==> src/hdl/mqpd_pkg.sv <==
package mqpd_pkg;

  // Bank geometry
  localparam int NUM_QUEUES  = 32;
  localparam int QUEUE_DEPTH = 8;
  localparam int ID_WIDTH    = 16;

  // Fixed field widths of the request and result items
  localparam int QIDX_W   = 5;
  localparam int EID_W    = 16;
  localparam int QCOUNT_W = 4;

  // Derived storage widths
  localparam int QA_W    = (NUM_QUEUES > 1) ? $clog2(NUM_QUEUES) : 1;
  localparam int PTR_W   = $clog2(QUEUE_DEPTH);
  localparam int CNT_W   = $clog2(QUEUE_DEPTH + 1);
  localparam int SLOT_AW = $clog2(NUM_QUEUES * QUEUE_DEPTH);

  typedef enum logic {
    MODE_ADD,
    MODE_TAKE
  } mode_e;

  typedef enum logic [1:0] {
    ST_DONE,
    ST_FULL,
    ST_EMPTY
  } status_e;

  typedef enum logic [1:0] {
    S_IDLE,
    S_DESC,
    S_SLOT
  } state_e;

  // Per-queue ring descriptor
  typedef struct packed {
    logic [PTR_W-1:0] head;
    logic [CNT_W-1:0] count;
  } desc_t;

  typedef struct packed {
    logic             en;
    logic [QA_W-1:0]  addr;
    desc_t            data;
  } desc_wr_t;

  // One stored entry
  typedef struct packed {
    logic                urgent;
    logic [ID_WIDTH-1:0] id;
  } slot_t;

  typedef struct packed {
    logic               en;
    logic [SLOT_AW-1:0] addr;
    slot_t              data;
  } slot_wr_t;

  // Flat slot address of ring position pos in queue q
  function automatic logic [SLOT_AW-1:0] slot_addr(input logic [QA_W-1:0] q,
                                                   input logic [PTR_W-1:0] pos);
    logic [SLOT_AW-1:0] base;
    base = SLOT_AW'(q) * SLOT_AW'(QUEUE_DEPTH);
    return base + SLOT_AW'(pos);
  endfunction

endpackage

==> src/hdl/mqpd_desc_store.sv <==
module mqpd_desc_store (
  input  logic                       clk_i,
  input  logic                       rst_ni,
  input  logic                       rd_en_i,
  input  logic [mqpd_pkg::QA_W-1:0]  rd_addr_i,
  output mqpd_pkg::desc_t            rd_data_o,
  input  mqpd_pkg::desc_wr_t         wr_i
);
  import mqpd_pkg::*;

  desc_t                 mem [NUM_QUEUES];
  logic [NUM_QUEUES-1:0] vld_q;
  desc_t                 rd_data_q;
  logic                  rd_vld_q;

  // Descriptor array, no reset
  always_ff @(posedge clk_i) begin
    if (wr_i.en) begin
      mem[wr_i.addr] <= wr_i.data;
    end
    if (rd_en_i) begin
      rd_data_q <= mem[rd_addr_i];
    end
  end

  // Written flags; an unwritten descriptor reads as an empty queue at head 0
  always_ff @(posedge clk_i or negedge rst_ni) begin
    if (!rst_ni) begin
      vld_q    <= '0;
      rd_vld_q <= 1'b0;
    end else begin
      if (wr_i.en) begin
        vld_q[wr_i.addr] <= 1'b1;
      end
      if (rd_en_i) begin
        rd_vld_q <= vld_q[rd_addr_i];
      end
    end
  end

  assign rd_data_o = rd_vld_q ? rd_data_q : '0;

endmodule

==> config.mk <==
export PLATFORM = sky130hd
export DESIGN_NAME = mqpd_desc_store
export DESIGN_NICKNAME = d
export VERILOG_FILES = /design/src/hdl/mqpd_pkg.sv /design/src/hdl/mqpd_desc_store.sv
export SDC_FILE = /design/constraint.sdc
export NUM_CORES = 1
export LEC_CHECK = 0
export BUFFER_PORTS_ARGS = -buffer_cell sky130_fd_sc_hd__buf_2
export CORE_MARGIN = 2
export CORE_UTILIZATION = 64
export CTS_BUF_LIST = sky130_fd_sc_hd__clkbuf_8
export CTS_CLUSTER_DIAMETER = 200
export DETAILED_ROUTE_END_ITERATION = 12
export GPL_ROUTABILITY_DRIVEN = 0
export PLACE_DENSITY = 0.87
export SYNTH_ARGS = -nofsm -noshare
export SYNTH_HDL_FRONTEND = slang
export SYNTH_SLANG_ARGS = --single-unit
==> constraint.sdc <==
create_clock -name clk_i -period 4.8 [get_ports clk_i]
set_clock_uncertainty 0.15 [all_clocks]
set_input_delay 0 -clock clk_i [delete_from_list [all_inputs] [get_ports clk_i]]
set_output_delay 0 -clock clk_i [all_outputs]
set_load 0.01 [all_outputs]
======== Word level (Yosys, flattened, before mapping) ========
Memory sizes are Yosys's and may differ from the RTL's. A register that Yosys moved wholly into a read port is not among the register bits.
Cells that the tools add are included.
storage, ports and cells
  register bits ........................... 33
  bits in writable memories ............... 224
  bits of input ports ..................... 21
  word-level logic and storage cells ...... 15
  memories ................................ 1
memories
  name  words  bits a word  rd ports  clocked after Yosys merged registers in  wr ports  RTL line               text
  mem   32     7            1         1                                        1         mqpd_desc_store.sv:11  desc_t mem [NUM_QUEUES];
cells by class
  $lt $le $gt $ge ......................... 3
  mux-type cells .......................... 7
  bitwise logic cells ..................... 1
  reductions and logical operators ........ 1
operator list
  kind                count
  $or 32x32->32       1
  $lt 5x6->1 const B  2
  $mux 7              1
  $bmux 1 s5          1
  $demux 1 s5         1
  $ge 5x1->1 const B  1
  $mux 1              4
  $logic_and 1x1->1   1

======== Longest topological paths before layout ========
Gate-level depths: netlist of the first run.
  word-level depth ........................ 5
  depth in mapped cells ................... 7
  mapped depth without buffers ............ 5

======== Worst setup path before layout of the first run ========
Ideal clock, no wire load.
  path type ............................... input -> register
  from .................................... in rd_addr_i[1] (netlist bit)
  to ...................................... reg rd_data_q[0] (netlist name)
  setup time .............................. 0.260 ns
  arrival time ............................ 1.559 ns
  required time ........................... 4.390 ns
  path slack .............................. 2.831 ns
  cell stages on the path ................. 5
  buffers on the path ..................... 2
  path through ............................ clkbuf_1 clkbuf_1 mux4_2 mux4_2 mux2_2
RTL lines
  item             RTL line              text
  start, declared  mqpd_desc_store.sv:5  input logic [mqpd_pkg::QA_W-1:0] rd_addr_i,

======== Worst setup path in the final report of the first run ========
  from .................................... in rd_addr_i[1] (netlist bit)
  to ...................................... reg rd_vld_q
between the ends
  word-level cells in the longest chain between the ends .. 2
RTL lines
  item                          RTL line               text
  $bmux 1 s5                    mqpd_desc_store.sv:36  rd_vld_q <= vld_q[rd_addr_i];
  $mux 1 (not written as such)  mqpd_desc_store.sv:36
  end signal, assigned          mqpd_desc_store.sv:36
  end, declared                 mqpd_desc_store.sv:14  logic rd_vld_q;
No other way between the ends. The select of a mux whose other input is x is not followed.
A chain may end at the register's enable or synchronous reset.

==> results of run 1 <==
[layer usage]
layer  track usage  up-vias  share of wire
met5             0        -              0
met4        0.0851        0          0.026
met3        0.0566       42           0.11
met2         0.382      350           0.47
met1         0.389     2610           0.39
li1              -     2110              -
[layout make-up]
| type | instances | area, µm² | share of cell area |
|---|---|---|---|
| clock buffers | 46 | 633 | 0.0548 |
| well taps | 216 | 270 | 0.0234 |
| clock inverters | 29 | 148 | 0.0128 |
| multi-input cells | 201 | 2410 | 0.208 |
| repair buffers | 44 | 325 | 0.0282 |
| flip-flops and latches | 264 | 7760 | 0.672 |
[logic make-up after synthesis]
| family | Yosys count | synth area share |
|---|---|---|
| buffers and inverters | 21 | 0.0110 |
| AND/OR/NAND/NOR | 98 | 0.0509 |
| AO/OA/AOI/OAI | 10 | 0.00669 |
| flip-flops | 264 | 0.755 |
| multiplexers | 93 | 0.177 |
[flip-flops by register name (all words and copies together) (netlist names)]
register	cells
mem	224
rd_data_q	7
rd_vld_q	1
vld_q	32
[worst max-delay path, cell delays in order]
cell,delay [ns]
buf_2,0.58
buf_4,0.53
nor2_1,0.23
a22o_1,0.23
a21oi_1,0.12
nand4_1,0.11
dlygate4sd3_1,0.62
a41oi_1,0.22
[power by group]
group          internal [mW]  total, mW  switching (mW)
clock                  0.933       1.75           0.817
sequential              2.59       2.64          0.0455
combinational          0.163      0.338           0.175
[how the worst max path moves through the flow]
stage,start,endpoint,cells after the start
after floorplan,rd_addr_i[1],rd_data_q[0]$_DFFE_PP_,5
after global placement,rd_addr_i[0],rd_data_q[3]$_DFFE_PP_,5
after detailed placement,rd_addr_i[0],rd_data_q[6]$_DFFE_PP_,5
after CTS,rd_addr_i[0],rd_data_q[5]$_DFFE_PP_,5
after global routing,rd_addr_i[1],rd_vld_q$_DFFE_PN0P_,8
final,rd_addr_i[1],rd_vld_q$_DFFE_PN0P_,8
[per-stage QoR]
step | setup WS (ns) | hold WS [ns] | util | area, µm² | std cells
6_report | 2.44 | 0.0370 | 0.732 | 11500 | 800
5_1_grt | 2.36 | 0.0452 | 0.732 | 11500 | 800
2_1_floorplan | 2.83 | -0.446 | - | 10300 | 486
4_1_cts | 2.56 | 0.00178 | 0.732 | 11500 | 800
3_3_place_gp | 2.01 | -0.0549 | 0.672 | 10600 | 710
3_5_place_dp | 2.00 | -0.0359 | 0.672 | 10600 | 710
[placed cells by master, fill, tap and decap left out, drive strengths merged]
cell	count
a211oi	1
a21oi	3
a22o	1
a22oi	3
a31oi	1
a41oi	1
and2	8
and3	1
buf	30
bufinv	1
clkbuf	46
clkinv	13
clkinvlp	2
dfrtp	33
dlygate4sd3	14
edfxtp	231
inv	13
mux2	7
mux2i	16
mux4	70
nand2	5
nand2b	2
nand3	3
nand3b	5
nand4	1
nor2	35
nor2b	2
or2	32
or3	1
or3b	3
==> results.yml, run 1 <==
synthesis:
  yosysTopAreaCellShare: 0.675
  ys_top_cells_by_area: "edfxtp_1 (67%), mux4_2 (15%), dfrtp_1 (8.0%)"
  ys_warn_count: 0
  synth.distinct_cells: 27
  ys_top_cells_by_count: "edfxtp_1 (231), mux4_2 (70), nor2_1 (35)"
  synth_seq_cells: 264
  synth_area_leader_cell: "edfxtp_1"
  synthArstFlopShare: 0.125
  synth_ff_type: "edfxtp_1"
  syn_inst: 486
  synth-edff-count: 231
  syn_area_um2: 10300
  syn_nets: 507
  synth_most_common_cell: "edfxtp_1"
  yosysSeqAreaShare: 0.755
  syn_avg_cell_area_um2: 21.2
setup_path:
  reg2regPathDepth: 3
  critPathMaxFanout: 33
  r2r-start: "mem[7][4]$_DFFE_PP_"
  crit_type: "input pin to flop"
  worstPathRequired_ns: 5.10
  critPathArrivalTime_ns: 2.66
  worstSetupStartpointType: "input pin"
  reg2reg_to: "rd_data_q[4]$_DFFE_PP_"
  rrSetupSlack_ns: 2.64
  end_kind: "flop"
power_and_ir_drop:
  total_power_mw: 4.73
  ir_worst_vdd_uv: 276
  powerDensity_nw_per_um2: 409
  p_leak_nw: 3.89
clock_network:
  cts-resized-gates: 0
  post-cts-setup-buffers: 0
  cts_tree: "built"
  insertion_delay_ns: 0.55
  cts_buffers: 41
  root_buffer: "clkbuf_8"
  cts_buffer_depth: 3
  cts.sinks: 264
  clk_pin_slew_ns: 0.06
  htree_num_levels: 2
  cts_hold_buf: 15
timing:
  tightest_slew_ns: 0.889
  hold_violations: 0
  layout_min_cycle_time_ns: 2.36
  rsz0062_at_grt: "false"
  slew_headroom: 0.405
  max_freq_mhz: 424
  setup_violations: 0
  final.period_utilization: 0.492
  tns_ns: 0
  drv_slew: 0
detailed_routing:
  ant_nets: 0
  drc: 0
  drt_iter0_markers: 483
  wl_um: 20400
  routedWlPerCell_um: 25.5
  vias_per_cell: 6.39
  vias: 5112
  drtPass1Iterations: 5
placement:
  numPortBuffers: 27
  dp_hpwl_um: 12800
finish:
  areaGrowthSynthToFinish_pct: 12.3
  drive_above_1_share: 0.334
  antenna_cells: 0
  fillCellCount: 866
  finalNetCount: 573
min_path:
  worstHoldStart: "wr_i[10]"
  hp-class: "input pin to flop"
  hold_depth: 3
  hold_end: "mem[27][3]$_DFFE_PP_"
floorplanning:
  rows: 46
  start_util: 0.652
  core_area_um2: 15800
  die_h_um: 131
  fp.dieArea_um2: 17100
  io_pins: 28
  die-width_um: 131
global_route:
  grt_max_degree: 38
  grt_pass1_vias: 5121
  grt_use_total: 0.256
  gr-total-overflow: 0
  grt_pass1_wl_um: 31000
  antenna_found_initial: 0
outcome:
  status: "finished, final reports clean"
job:
  max_cap_viol_count: 0
Note: power is estimated with default switching activity, not from simulation.
==> run 2, diff against run 1 <==
--- a/config.mk
+++ b/config.mk
@@ -5,6 +5,7 @@
 export SDC_FILE = /design/constraint.sdc
 export NUM_CORES = 1
 export LEC_CHECK = 0
+export ABC_AREA = 1
 export BUFFER_PORTS_ARGS = -buffer_cell sky130_fd_sc_hd__buf_2
 export CORE_MARGIN = 2
 export CORE_UTILIZATION = 64
==> constraint.sdc (replaced) <==
create_clock -name clk_i -period 2.2 [get_ports clk_i]
set_clock_uncertainty 0.15 [all_clocks]
set_input_delay 0 -clock clk_i [delete_from_list [all_inputs] [get_ports clk_i]]
set_output_delay 0 -clock clk_i [all_outputs]
set_load 0.01 [all_outputs]
==> run 2 against run 1 <==
  * The flow now finishes with violations (negative hold slack)
  * Routed wire length up 29%
  * Sequential cell count unchanged
  * Synthesized cell count up 94%
  * Combinational power rose to 2.6 times the previous value
  * Cell count up 59%
  * Critical endpoint is now mem[28][4]$_DFFE_PP_
  * Non-clock buffer count up 42
  * First-iteration DRC count up 100%
  * Highest routed layer unchanged
  * Via count up 51%
  * Cell area up 5.8%
  * Core utilization up 0.73 points
  * Largest power group unchanged
  * Die area up 4.9%
  * Worst setup slack worse by 2.2 ns
==> results.yml, run 2 <==
synthesis:
  synthXorXnorAreaFrac: 0
  synth_ff_type: "edfxtp_1"
  syn_avg_cell_area_um2: 11.5
  ys_warn_count: 0
  synth_area_leader_cell: "edfxtp_1"
  synth.distinct_cells: 18
  synthSimpleGateAreaFrac: 0.222
  yosysTopAreaCellShare: 0.642
  synthAdderAreaFrac: 0
  synth_most_common_cell: "nand2_1"
  synthMuxAreaShare: 0
  ys_top_cells_by_count: "nand2_1 (294), edfxtp_1 (231), nand3_1 (178)"
  synth_top_family_by_area: "simple AND/OR/NAND/NOR gates"
  synth-edff-count: 231
  synth-compound-area-share: 0.0243
  synth_seq_cells: 264
  ys_top_cells_by_area: "edfxtp_1 (64%), nand2_1 (10%), nand3_1 (8.2%)"
  syn_area_um2: 10800
  syn_inst: 941
  syn_nets: 962
  synthArstFlopShare: 0.125
  yosysSeqAreaShare: 0.718
clock_network:
  cts_buffer_depth: 3
  cts_tree: "built"
  cts.sinks: 264
  insertion_delay_ns: 0.55
  cts_buffers: 41
  post-cts-setup-buffers: 0
  root_buffer: "clkbuf_8"
  clk_pin_slew_ns: 0.06
  htree_num_levels: 2
detailed_routing:
  wl_um: 26400
  vias_per_cell: 6.10
  wl_met3_um: 3080
  drc: 0
  routed.top_layer: "met4"
  vias: 7740
  routedWlPerCell_um: 20.8
  drtPass1Iterations: 5
  met2WireLength_um: 12600
  ant_nets: 0
  wl_met1_um: 9800
  drt_iter0_markers: 976
finish:
  reg_top3: "mem: 224 flops, vld_q: 32 flops, rd_data_q: 7 flops"
  final_cell_mix: "nand2_1 (294), edfxtp_1 (231), nand3_1 (178), nor2_1 (53), clkbuf_8 (45)"
  finalNetCount: 1038
  largest_reg_flops: 224
  areaGrowthSynthToFinish_pct: 13.1
  top_register: "mem"
  drive_above_1_share: 0.147
  antenna_cells: 0
  final_common_cell: "nand2_1"
timing:
  rsz0062_at_grt: "false"
  hold_ws_ns: -0.00337
  tightest_slew_ns: 0.948
  drv_slew: 0
  hold_violations: 6
  final.period_utilization: 0.910
  max_freq_mhz: 499
  tns_ns: 0
  slew_headroom: 0.368
  setup_violations: 0
  layout_min_cycle_time_ns: 2.00
floorplanning:
  core_area_um2: 16500
  rows: 47
  fp.dieArea_um2: 17900
  die-width_um: 134
  die_h_um: 134
  io_pins: 28
  start_util: 0.654
setup_path:
  worstPathRequired_ns: 2.22
  crit_type: "input pin to flop"
  end_kind: "flop"
  critPathMaxFanout: 8
  worstSetupStartpointType: "input pin"
  critPathArrivalTime_ns: 2.02
outcome:
  status: "complete, but fails checks"
  violations: "negative hold slack"
global_route:
  grt_pass1_wl_um: 41200
  gr-total-overflow: 0
  grt_max_degree: 77
  grt_use_total: 0.304
  antenna_found_initial: 0
  grt_pass1_vias: 7637
min_path:
  hp-class: "input pin to asynchronous set/reset pin"
power_and_ir_drop:
  ir_worst_vdd_uv: 604
  powerDensity_nw_per_um2: 847
  p_leak_nw: 4.79
job:
  max_cap_viol_count: 0
placement:
  numPortBuffers: 27
  dp_hpwl_um: 15600
==> run 2: cell types whose count changed in the layout (fill, tap and decap cells not counted), moves of 22 or more <==
cell and delta:
a21oi_1 +32, buf_4 +35, inv_1 +22, mux4_2 -70, nand2_1 +289, nand3_1 +175
==> run 2: path summary, 6_finish.rpt <==
check                                      start                     end  slack [ns]  cells after the start
hold / removal                            rst_ni    vld_q[8]$_DFFE_PN0P_      -0.003                      2
setup / recovery                         wr_i[9]    mem[28][4]$_DFFE_PP_        0.20                      5
setup reg to reg           vld_q[17]$_DFFE_PN0P_    rd_vld_q$_DFFE_PN0P_        0.26                      9
min in group clk_i                  rd_addr_i[2]  rd_data_q[6]$_DFFE_PP_        0.13                      6
max in group asynchronous                 rst_ni   vld_q[26]$_DFFE_PN0P_        1.30                      2
hold reg to reg            vld_q[13]$_DFFE_PN0P_   vld_q[13]$_DFFE_PN0P_        0.32                      1
==> run 2: stage by stage <==
stage | setup slack [ns] | area [µm²] | utilization | cells | total power [mW]
after floorplan | 0.958 | 10800 | - | 941 | 6.34
after global placement | 0.230 | 11300 | 0.685 | 1178 | 6.64
after detailed placement | 0.217 | 11300 | 0.685 | 1178 | 6.68
after CTS | 0.249 | 12200 | 0.739 | 1269 | 10.3
after global routing | 0.150 | 12200 | 0.739 | 1269 | 10.7
final | 0.197 | 12200 | 0.739 | 1269 | 10.3
==> run 2: critical path: stages <==
cell and delay, ns:
dlygate4sd3_1 0.53, buf_2 0.18, nand3_1 0.16, dlygate4sd3_1 0.60
nor2_1 0.54
==> run 2: cell families (layout without fill, tap and decap cells) <==
family	after synthesis	count (layout)
compound gates	49	49
buf+inv	70	178
flops	264	264
simple gates	558	558
==> run 2: layout make-up <==
class,instances,area [µm²]
multi-input combinational,607,2660
clock buffer,45,619
timing repair buffer,86,708
clock inverter,30,125
tap,220,275
fill,1060,4310
inverter,17,65.1
sequential,264,7760
==> run 2: power by group <==
part / internal, mW / leakage (nW) / switching [mW]
sequential: 5.65 / 2.46 / 0.0967
combinational: 0.313 / 1.87 / 0.568
clock: 1.88 / 0.458 / 1.83
==> run 2: what timing repair did <==
item                      in CTS  in global routing
hold buffers                  16                  0
gates resized for setup        0                  0
hold endpoints to repair     314                  0
==> run 2: routing by layer <==
layer  up-vias  GRT usage
met5         -          0
met4         0      0.115
li1       3417          -
met3        98     0.0745
met1      3657      0.414
met2       568      0.482
